## config.mk

```make
export PLATFORM = sky130hd
export DESIGN_NAME = ascii_can_frame_parser_top
export DESIGN_NICKNAME = d
export VERILOG_FILES = /design/src/acfp_pkg.sv /design/src/acfp_parser.sv /design/src/acfp_out_reg.sv /design/src/ascii_can_frame_parser_top.sv
export SDC_FILE = /design/constraint.sdc
export NUM_CORES = 1
export LEC_CHECK = 0
export BUFFER_PORTS_ARGS = -buffer_cell sky130_fd_sc_hd__buf_2
export CAP_MARGIN = 20
export CORE_MARGIN = 1
export CORE_UTILIZATION = 35
export CTS_BUF_LIST = sky130_fd_sc_hd__clkbuf_8
export DETAILED_ROUTE_END_ITERATION = 7
export GPL_TIMING_DRIVEN = 0
export PLACE_DENSITY = 0.53
export SLEW_MARGIN = 15
export SYNTH_ARGS = -nofsm -noshare
export SYNTH_HDL_FRONTEND = slang
export SYNTH_SLANG_ARGS = --single-unit
```

## constraint.sdc

```tcl
create_clock -name clock -period 3.85 [get_ports clock]
set_clock_uncertainty 0.05 [all_clocks]
set_input_delay 0.385 -clock clock [delete_from_list [all_inputs] [get_ports clock]]
set_output_delay 0.385 -clock clock [all_outputs]
set_load 0.02 [all_outputs]
```

## src/acfp_pkg.sv

```systemverilog
// Shared types, character codes and helpers for the ASCII CAN frame parser.
`timescale 1ns / 1ps

package acfp_pkg;

   // Default longest line, in non-terminator characters
   localparam int MAX_LINE_DEF = 64;
   // Most payload bytes in one frame
   localparam int MAX_BYTES = 8;

   localparam logic [7:0] CH_COLON = 8'h3A;
   localparam logic [7:0] CH_SEMI  = 8'h3B;
   localparam logic [7:0] CH_X     = 8'h58;
   localparam logic [7:0] CH_S     = 8'h53;
   localparam logic [7:0] CH_R     = 8'h52;
   localparam logic [7:0] CH_N     = 8'h4E;
   localparam logic [7:0] CH_CR    = 8'h0D;
   localparam logic [7:0] CH_LF    = 8'h0A;

   typedef enum logic [2:0] {
      PH_SEEK = 3'd0,
      PH_KIND = 3'd1,
      PH_HDR  = 3'd2,
      PH_DATA = 3'd3,
      PH_DONE = 3'd4,
      PH_BAD  = 3'd5
   } phase_type;

   typedef struct packed {
      logic       valid;
      logic [3:0] value;
   } hex_type;

   typedef struct packed {
      logic        frame_ok;
      logic [31:0] can_header;
      logic [3:0]  data_count;
      logic [63:0] payload;
   } rsp_type;

   function automatic hex_type hex_decode(input logic [7:0] c);
      hex_type h;
      h.valid = 1'b1;
      h.value = 4'd0;
      if (c >= 8'h30 && c <= 8'h39) begin
         h.value = 4'(c - 8'h30);
      end else if (c >= 8'h61 && c <= 8'h66) begin
         h.value = 4'(c - 8'h57);
      end else if (c >= 8'h41 && c <= 8'h46) begin
         h.value = 4'(c - 8'h37);
      end else begin
         h.valid = 1'b0;
      end
      return h;
   endfunction

endpackage

```

## src/acfp_parser.sv

```systemverilog
// Per-character line state and frame decode, one item per cycle while take is high.
`timescale 1ns / 1ps

module acfp_parser #(
   parameter int MAX_LINE = acfp_pkg::MAX_LINE_DEF
) (
   input  logic              clock,
   input  logic              reset,
   input  logic              take,
   input  logic [7:0]        rx_char,
   output logic              res_valid,
   output acfp_pkg::rsp_type res
);

   localparam int LEN_W = $clog2(MAX_LINE + 1);

   acfp_pkg::phase_type phase_ff, phase_in;
   logic [LEN_W-1:0]    line_length_ff, line_length_in;
   logic [31:0]         header_ff, header_in;
   logic                digit_seen_ff, digit_seen_in;
   logic [63:0]         payload_ff, payload_in;
   logic [3:0]          byte_count_ff, byte_count_in;
   logic [3:0]          high_nibble_ff, high_nibble_in;
   logic                pending_ff, pending_in;

   acfp_pkg::hex_type   hx;
   logic                clear_line;
   logic                ok;
   logic [7:0]          data_byte;

   always_comb begin
      phase_in       = phase_ff;
      line_length_in = line_length_ff;
      header_in      = header_ff;
      digit_seen_in  = digit_seen_ff;
      payload_in     = payload_ff;
      byte_count_in  = byte_count_ff;
      high_nibble_in = high_nibble_ff;
      pending_in     = pending_ff;
      hx             = acfp_pkg::hex_decode(rx_char);
      clear_line     = 1'b0;
      res_valid      = 1'b0;
      res            = '0;
      ok             = (phase_ff == acfp_pkg::PH_DATA) || (phase_ff == acfp_pkg::PH_DONE);
      data_byte      = {high_nibble_ff, hx.value};

      if (take) begin
         priority if (rx_char == acfp_pkg::CH_SEMI) begin
            res_valid      = 1'b1;
            res.frame_ok   = ok;
            res.can_header = ok ? header_ff : 32'd0;
            res.data_count = ok ? byte_count_ff : 4'd0;
            res.payload    = ok ? payload_ff : 64'd0;
            clear_line     = 1'b1;
         end else if (rx_char == acfp_pkg::CH_CR || rx_char == acfp_pkg::CH_LF) begin
            clear_line = 1'b1;
         end else if (line_length_ff >= LEN_W'(MAX_LINE)) begin
            // drop the overflowing character along with the line
            clear_line = 1'b1;
         end else begin
            line_length_in = line_length_ff + 1'b1;
            unique case (phase_ff)
               acfp_pkg::PH_SEEK: begin
                  if (rx_char == acfp_pkg::CH_COLON) phase_in = acfp_pkg::PH_KIND;
               end
               acfp_pkg::PH_KIND: begin
                  phase_in = (rx_char == acfp_pkg::CH_X || rx_char == acfp_pkg::CH_S)
                             ? acfp_pkg::PH_HDR : acfp_pkg::PH_BAD;
               end
               acfp_pkg::PH_HDR: begin
                  priority if (hx.valid) begin
                     header_in     = {header_ff[27:0], hx.value};
                     digit_seen_in = 1'b1;
                  end else if (digit_seen_ff && rx_char == acfp_pkg::CH_R) begin
                     phase_in = acfp_pkg::PH_DONE;
                  end else if (digit_seen_ff && rx_char == acfp_pkg::CH_N) begin
                     phase_in = acfp_pkg::PH_DATA;
                  end else begin
                     phase_in = acfp_pkg::PH_BAD;
                  end
               end
               acfp_pkg::PH_DATA: begin
                  priority if (!hx.valid) begin
                     // non-hex character ends collection, dropping any incomplete pair; frame stays valid
                     pending_in = 1'b0;
                     phase_in   = acfp_pkg::PH_DONE;
                  end else if (!pending_ff) begin
                     high_nibble_in = hx.value;
                     pending_in     = 1'b1;
                  end else begin
                     for (int i = 0; i < 8; i++) begin
                        if (byte_count_ff[2:0] == 3'(i)) payload_in[63-8*i -: 8] = data_byte;
                     end
                     byte_count_in = byte_count_ff + 1'b1;
                     pending_in    = 1'b0;
                     if (byte_count_in >= 4'(acfp_pkg::MAX_BYTES)) phase_in = acfp_pkg::PH_DONE;
                  end
               end
               acfp_pkg::PH_DONE: begin
                  phase_in = acfp_pkg::PH_DONE;
               end
               default: begin
                  phase_in = acfp_pkg::PH_BAD;
               end
            endcase
         end
      end

      if (clear_line) begin
         phase_in       = acfp_pkg::PH_SEEK;
         line_length_in = '0;
         header_in      = 32'd0;
         digit_seen_in  = 1'b0;
         payload_in     = 64'd0;
         byte_count_in  = 4'd0;
         high_nibble_in = 4'd0;
         pending_in     = 1'b0;
      end
   end

   always_ff @(posedge clock) begin
      if (reset) begin
         phase_ff       <= acfp_pkg::PH_SEEK;
         line_length_ff <= '0;
         header_ff      <= 32'd0;
         digit_seen_ff  <= 1'b0;
         payload_ff     <= 64'd0;
         byte_count_ff  <= 4'd0;
         high_nibble_ff <= 4'd0;
         pending_ff     <= 1'b0;
      end else begin
         phase_ff       <= phase_in;
         line_length_ff <= line_length_in;
         header_ff      <= header_in;
         digit_seen_ff  <= digit_seen_in;
         payload_ff     <= payload_in;
         byte_count_ff  <= byte_count_in;
         high_nibble_ff <= high_nibble_in;
         pending_ff     <= pending_in;
      end
   end

endmodule

```

## src/acfp_out_reg.sv

```systemverilog
// Result register that holds a decoded frame item until the receiver takes it.
`timescale 1ns / 1ps

module acfp_out_reg (
   input  logic              clock,
   input  logic              reset,
   input  logic              load,
   input  acfp_pkg::rsp_type load_data,
   input  logic              out_stall,
   output logic              out_valid,
   output acfp_pkg::rsp_type out_data
);

   logic              valid_ff, valid_in;
   acfp_pkg::rsp_type data_ff, data_in;

   always_comb begin
      valid_in = valid_ff;
      data_in  = data_ff;
      priority if (load) begin
         valid_in = 1'b1;
         data_in  = load_data;
      end else if (!out_stall) begin
         valid_in = 1'b0;
      end else begin
         // hold the waiting item
         valid_in = valid_ff;
      end
   end

   always_ff @(posedge clock) begin
      if (reset) begin
         valid_ff <= 1'b0;
      end else begin
         valid_ff <= valid_in;
      end
   end

   always_ff @(posedge clock) begin
      data_ff <= data_in;
   end

   assign out_valid = valid_ff;
   assign out_data  = data_ff;

endmodule

```

## src/ascii_can_frame_parser_top.sv

```systemverilog
// Top level of the ASCII CAN frame parser.
// Usage:
//   req channel: one received character per item on req_rx_char. The block
//   takes an item every cycle while no finished frame is held up on rsp.
//   rsp channel: one item per ';' character, carrying rsp_frame_ok, the
//   header, the payload byte count and the payload (first byte in 63:56).
//   Header, count and payload read zero when rsp_frame_ok is low.
// Output: an accepted ';' is registered and reaches rsp in the next cycle.
// Throughput: one character per cycle while req_stall is low; the result
//   register loads in the same cycle it is drained.
// Stall: while rsp_valid is high and rsp_stall is high, the result holds and
//   req_stall is raised, so no character is taken.
// Reset: synchronous; clears the line state (waiting for ':') and empties
//   the result register. No result is pending after reset.
// CR or LF discards the line; a character beyond MAX_LINE discards the line
//   and is itself dropped.
`timescale 1ns / 1ps

module ascii_can_frame_parser_top #(
   parameter int MAX_LINE = acfp_pkg::MAX_LINE_DEF
) (
   input  logic        clock,
   input  logic        reset,
   input  logic        req_valid,
   output logic        req_stall,
   input  logic [7:0]  req_rx_char,
   output logic        rsp_valid,
   input  logic        rsp_stall,
   output logic        rsp_frame_ok,
   output logic [31:0] rsp_can_header,
   output logic [3:0]  rsp_data_count,
   output logic [63:0] rsp_payload
);

   logic              take;
   logic              res_valid;
   acfp_pkg::rsp_type res;
   acfp_pkg::rsp_type out_data;

   // hold input only while a finished item waits on a stalled receiver
   assign req_stall = rsp_valid && rsp_stall;
   assign take      = req_valid && !req_stall;

   acfp_parser #(
      .MAX_LINE(MAX_LINE)
   ) u_parser (
      .clock    (clock),
      .reset    (reset),
      .take     (take),
      .rx_char  (req_rx_char),
      .res_valid(res_valid),
      .res      (res)
   );

   acfp_out_reg u_out (
      .clock    (clock),
      .reset    (reset),
      .load     (res_valid),
      .load_data(res),
      .out_stall(rsp_stall),
      .out_valid(rsp_valid),
      .out_data (out_data)
   );

   assign rsp_frame_ok   = out_data.frame_ok;
   assign rsp_can_header = out_data.can_header;
   assign rsp_data_count = out_data.data_count;
   assign rsp_payload    = out_data.payload;

   a_count_range: assert property (@(posedge clock) disable iff (reset)
      rsp_valid |-> rsp_data_count <= 4'(acfp_pkg::MAX_BYTES))
      else $error("data count beyond byte limit");

   a_bad_zero: assert property (@(posedge clock) disable iff (reset)
      (rsp_valid && !rsp_frame_ok) |->
         (rsp_can_header == 32'd0 && rsp_data_count == 4'd0 && rsp_payload == 64'd0))
      else $error("invalid frame carries nonzero fields");

   a_semi_gives_rsp: assert property (@(posedge clock) disable iff (reset)
      (take && req_rx_char == acfp_pkg::CH_SEMI) |=> rsp_valid)
      else $error("terminator accepted without a result");

   a_other_no_rsp: assert property (@(posedge clock) disable iff (reset)
      (take && req_rx_char != acfp_pkg::CH_SEMI) |=> !rsp_valid)
      else $error("result appeared without a terminator");

endmodule
```

## Word level (Yosys, flattened, before mapping)

Index checks and enable logic that the tools add are counted.
Widths: inputs -> output; s select.

| storage, ports and cells | value |
|---|---|
| memory bits (read-only) | 0 |
| register bits | 218 |
| memory bits (writable) | 0 |
| output and inout bits | 103 |
| latch bits | 0 |
| memories kept | 0 |
| input bits | 12 |

| operators by class | value |
|---|---|
| order comparisons | 8 |
| $add $sub $neg | 5 |
| reductions and logical operators | 30 |
| div/mod/pow operators | 0 |
| mux-type cells | 25 |
| eq/ne operators | 24 |
| shift operators | 0 |
| bitwise logic cells | 4 |
| multiply operators | 0 |

Operators by type and width:

| kind | count |
|---|---|
| $reduce_and 8->1 | 9 |
| $eq 8x7->1 const B | 4 |
| $mux 3 | 8 |
| $eq 8x4->1 const B | 2 |
| $eq 8x6->1 const B | 2 |
| $ge 8x7->1 const B | 2 |
| $le 8x7->1 const B | 2 |
| $eq 3x3->1 const B | 5 |
| $pmux 3 s5 | 1 |
| $reduce_and 7->1 | 2 |
| $mux 1 | 13 |
| $eq 3x2->1 const B | 4 |
| $mux 4 | 3 |
| $ge 8x6->1 const B | 1 |
| $le 8x6->1 const B | 1 |
| $sub 4x3->4 const B | 2 |
| $add 7x1->7 const B | 1 |
| $ge 7x7->1 const B | 1 |
| $logic_and 1x1->1 | 7 |
| $eq 3x1->1 const B | 2 |
| $logic_not 3->1 | 2 |
| $reduce_and 6->1 | 1 |
| $reduce_and 5->1 | 1 |
| $add 4x1->4 const B | 1 |
| other kinds (13) | 19 |

## Logic depth before layout (Yosys ltp)

| logic depth | value |
|---|---|
| depth after elaboration | 7 |
| depth in mapped cells | 10 |
| depth with buffers taken out | 7 |

## Hierarchy

Synthesis repeated with hierarchy kept, for this count alone.

| second synthesis, totals | value |
|---|---|
| cells, all modules | 790 |
| area total of the unflattened synthesis | 8,922.3 um^2 |

By module, submodules not included:

| module | area each (um^2) | seq. area each (um^2) | cells each | instances |
|---|---|---|---|---|
| acfp_parser | 5,846.9 | 2,322.2 | 684 | 1 |
| acfp_out_reg | 3,061.7 | 3,052.9 | 104 | 1 |
| ascii_can_frame_parser_top | 13.8 | 0.0 | 2 | 1 |

## Least setup slack after synthesis

No wires, ideal clock.

| timing path | value |
|---|---|
| kind | input to register |
| start | in req_rx_char[2] |
| end | reg u_out.data_ff, in the netlist u_out.out_data[0], enable pin |
| data arrival time | 3.102 ns |
| setup slack | 0.243 ns |
| path buffers | 1 |
| stages on the path | 5 |
| cells stage by stage | buf_2 > nor2b_1 > and3_1 > nand2_1 > inv_1 |

| between the ends | value |
|---|---|
| longest elaborated chain between the ends | 3 |

RTL lines:

| element | line | RTL |
|---|---|---|
| start: declaration | ascii_can_frame_parser_top.sv:26 | `input logic [7:0] req_rx_char,` |
| $eq 8x6->1 | acfp_parser.sv:48 | `priority if (rx_char == acfp_pkg::CH_SEMI) begin` |
| $mux 1 | acfp_parser.sv:48 |  |
| $mux 1 | acfp_parser.sv:47 | `if (take) begin` |
| net res_valid | ascii_can_frame_parser_top.sv:36 | `logic res_valid;` |
| end signal: assignment | acfp_out_reg.sv:40 | `data_ff <= data_in;` |
| end: declaration | acfp_out_reg.sv:15 | `acfp_pkg::rsp_type data_ff, data_in;` |

The timed path passes the listed nets, and every way through them passes these cells.
A chain may end at the register's enable or synchronous reset.

## Worst setup path after layout

| timing path | value |
|---|---|
| start | reg u_out.valid_ff, in the netlist u_out.out_valid |
| end | reg u_out.data_ff, in the netlist u_out.out_data[85], data pin |

| between the ends | value |
|---|---|
| longest elaborated chain between the ends | 4 |

RTL lines:

| element | line | RTL |
|---|---|---|
| start: declaration | acfp_out_reg.sv:14 | `logic valid_ff, valid_in;` |
| start signal: assignment | acfp_out_reg.sv:35 | `valid_ff <= valid_in;` |
| $logic_and 1x1->1 | ascii_can_frame_parser_top.sv:41 | `assign req_stall = rsp_valid && rsp_stall;` |
| $logic_not 1->1 | ascii_can_frame_parser_top.sv:42 | `assign take = req_valid && !req_stall;` |
| $logic_and 1x1->1 | ascii_can_frame_parser_top.sv:42 |  |
| $reduce_and 3->1 (no line) | n/a |  |

No other way between the ends.

==> results.cfg <==
[outcome]
status = finished, final reports clean

[logic_synthesis]
synth_largest_area_cell = edfxtp_1
synth_ff_type = dfxtp_1
synth_edf_count = 101
yosysWarnings = 0
syn_area_mm2 = 0.00900
async_flop_share_pct = 0
syn_nets = 782
synth_cell_types = 60
syn-instance-count = 757
synth.top_cell.area_share_pct = 33.7
ys_seq_area_share_pct = 59.7
synthTopCellsByArea = edfxtp_1 (34%), dfxtp_1 (26%), mux2i_1 (7.9%)
ys_ff_latch = 218
avgSynthCellArea_um2 = 11.9

[timing]
maxSlewViolCount = 0
relSlewSlack_pct = 31.0
setup_viol = 0
post-route-min-period_ns = 2.79
max_freq_ghz = 0.358
rsz0062_at_grt = no
min_period_over_period_pct = 72.5
hold_viol = 0
tightest_slew_ns = 1.03
hold_ws_ns = 0.219

[floorplanning]
start_util_pct = 35.7
die_h_um = 162
fp.coreArea_mm2 = 0.0252
num_io_pins = 115
die_width_um = 162
fp-row-count = 58
die-area_mm2 = 0.0264

[clocking]
post_cts_buffers = 0
cts_max_path_buffers = 3
cts-hold-fix-buffers = 1
clk_pin_slew_ns = 0.07
cts.sinks = 218
worstSkewPairLatency_ns = 0.52
cts_tree = yes
cts_buffers = 37
cts_resized = 0
cts_root_buffer = clkbuf_8
htree_levels = 2

[grt]
antenna_found_initial = 0
grt_pass1_wl_mm = 31.2
grtUsageTotal_pct = 15.3
grt_pass1_vias = 5644
grt_overflow = 0
grt_max_degree = 65

[flow_run]
maxCapViolations = 0

[routing]
dr.first_iter.drc_count = 264
num_vias = 5825
wl_per_cell_um = 15.9
wl_mm = 20.1
dr.pass1.iters = 4
viasPerCell = 4.58
drc = 0
drtAntennaViolNets = 0

[cells_and_area]
area_growth_pct = 20.0
layout-drive-gt1-share_pct = 27.2
layout_common_cells = buf_2 (128), dfxtp_1 (117), edfxtp_1 (101), and2_1 (99), mux2i_1 (71)
final_util_pct = 42.9
nets = 938
seqCellArea_mm2 = 0.00538
nFillCells = 2434
num_antenna_cells = 0
final_common_cell = buf_2
multiInputGateArea_mm2 = 0.00338

[min_path]
hp-start = rsp_stall
holdPathStages = 3
hp-class = input port to register
min_to = u_out.out_valid

[placed_design]
place_congestion = 0.813
io_buffers = 114
dp_hpwl_mm = 13.7

[power_and_ir_drop]
power_density_mw_per_mm2 = 425
leakage_nw = 3.60
irDropWorstVdd_v = 0.000182
report.power.total_w = 0.00459

[worst_setup_path]
r2r_end = u_out.out_data[85]
r2r_setup_slack_ns = 1.06
critPathRequiredTime_ns = 4.17
critPathArrivalTime_ns = 3.11
rr_worst_depth = 7
critPathLaunchType = register
crit_path_max_fanout = 10
cp-end-kind = register
r2r_start = u_out.out_valid
critPathKind = register to register
==> metrics by stage <==
stage	worst slack [ns]	cells	TNS [ns]	area [um2]
floorplan	0.243	757	0	9000
global placement	-1.10	1201	-111.81	9980
detailed placement	0.548	1203	0	10000
CTS	0.944	1271	0	10800
global route	0.819	1271	0	10800
finish	1.06	1271	0	10800
==> per-layer routing <==
layer  wire length [um]  part of all wire [%]  global-route usage, %  up-vias
met2               9170                    46                   24.2      117
li1                   -                     -                      -     2965
met1               9740                    48                   21.2     2719
met4                277                   1.4                   4.03        0
met3                956                   4.7                   3.00       24
met5                  0                     0                      0        -
==> power breakdown <==
part / total [W] / switching [W] / internal [W]
clock: 0.00207 / 0.000899 / 0.00117
sequential: 0.00241 / 0.00000170 / 0.00241
combinational: 0.000115 / 0.0000820 / 0.0000325
==> cell type report <==
class,count,area share (%)
flip-flops and latches,218,49.8
multi-input cells,483,31.3
clock buffers,47,5.99
repair buffers,117,5.73
well taps,330,3.82
plain buffers,45,1.90
clock inverters,20,1.04
inverters,11,0.429
==> cell families after synthesis <==
| group | after synthesis | synth area share (%) |
|---|---|---|
| compound gates | 88 | 8.41 |
| xor+xnor | 3 | 0.292 |
| fa+ha+maj | 13 | 1.81 |
| buf+inv | 56 | 2.74 |
| flops | 218 | 59.7 |
| mux | 73 | 8.17 |
| simple gates | 306 | 18.9 |
==> flip-flops by register name, summed over array words and instances, names as in the netlist <==
signal                   flops
u_out.out_data             101
u_parser.payload_ff         64
u_parser.header_ff          32
u_parser.line_length_ff      7
u_parser.byte_count_ff       4
u_parser.high_nibble_ff      4
u_parser.phase_ff            3
u_out.out_valid              1
u_parser.digit_seen_ff       1
u_parser.pending_ff          1
==> worst max path at each step <==
stage          slack [ns]  depth (start not counted)            endpoint       startpoint
2_1_floorplan        0.24                          5   u_out.out_data[0]   req_rx_char[2]
3_3_place_gp        -1.10                          6  u_out.out_data[21]   req_rx_char[2]
3_5_place_dp         0.55                          9  u_out.out_data[78]   req_rx_char[2]
4_1_cts              0.94                          7  u_out.out_data[78]  u_out.out_valid
5_1_grt              0.82                          7  u_out.out_data[85]  u_out.out_valid
6_report             1.06                          7  u_out.out_data[85]  u_out.out_valid
==> critical path: stages, from the launching register on <==
cell and delay [ns]:
dfxtp_1 0.33, and2_1 0.16, nor2b_1 0.27, nand2_1 0.28
nor2_1 0.65, clkbuf_1 0.42, clkbuf_1 0.31, and2_1 0.17
==> cell usage after synthesis, drive strengths merged, types with 2 or more instances <==
cell and n:
mux2i 72, dfxtp 117, nand2 69, o31ai 2
and2 99, o211ai 3, ha 13, a31oi 6
nor3b 2, edfxtp 101, xnor2 2, or3 2
and3 6, a311oi 4, o21a 2, clkbuf 24
o21ai 7, or4 2, nor3 7, buf 21
nand4 7, a2111oi 10, o21ba 2, a21oi 40
a22o 2, nand2b 4, or3b 2, nand3 16
inv 11, nor2b 4, nor2 79, a21boi 2
Note: power is estimated with default switching activity, not from simulation.
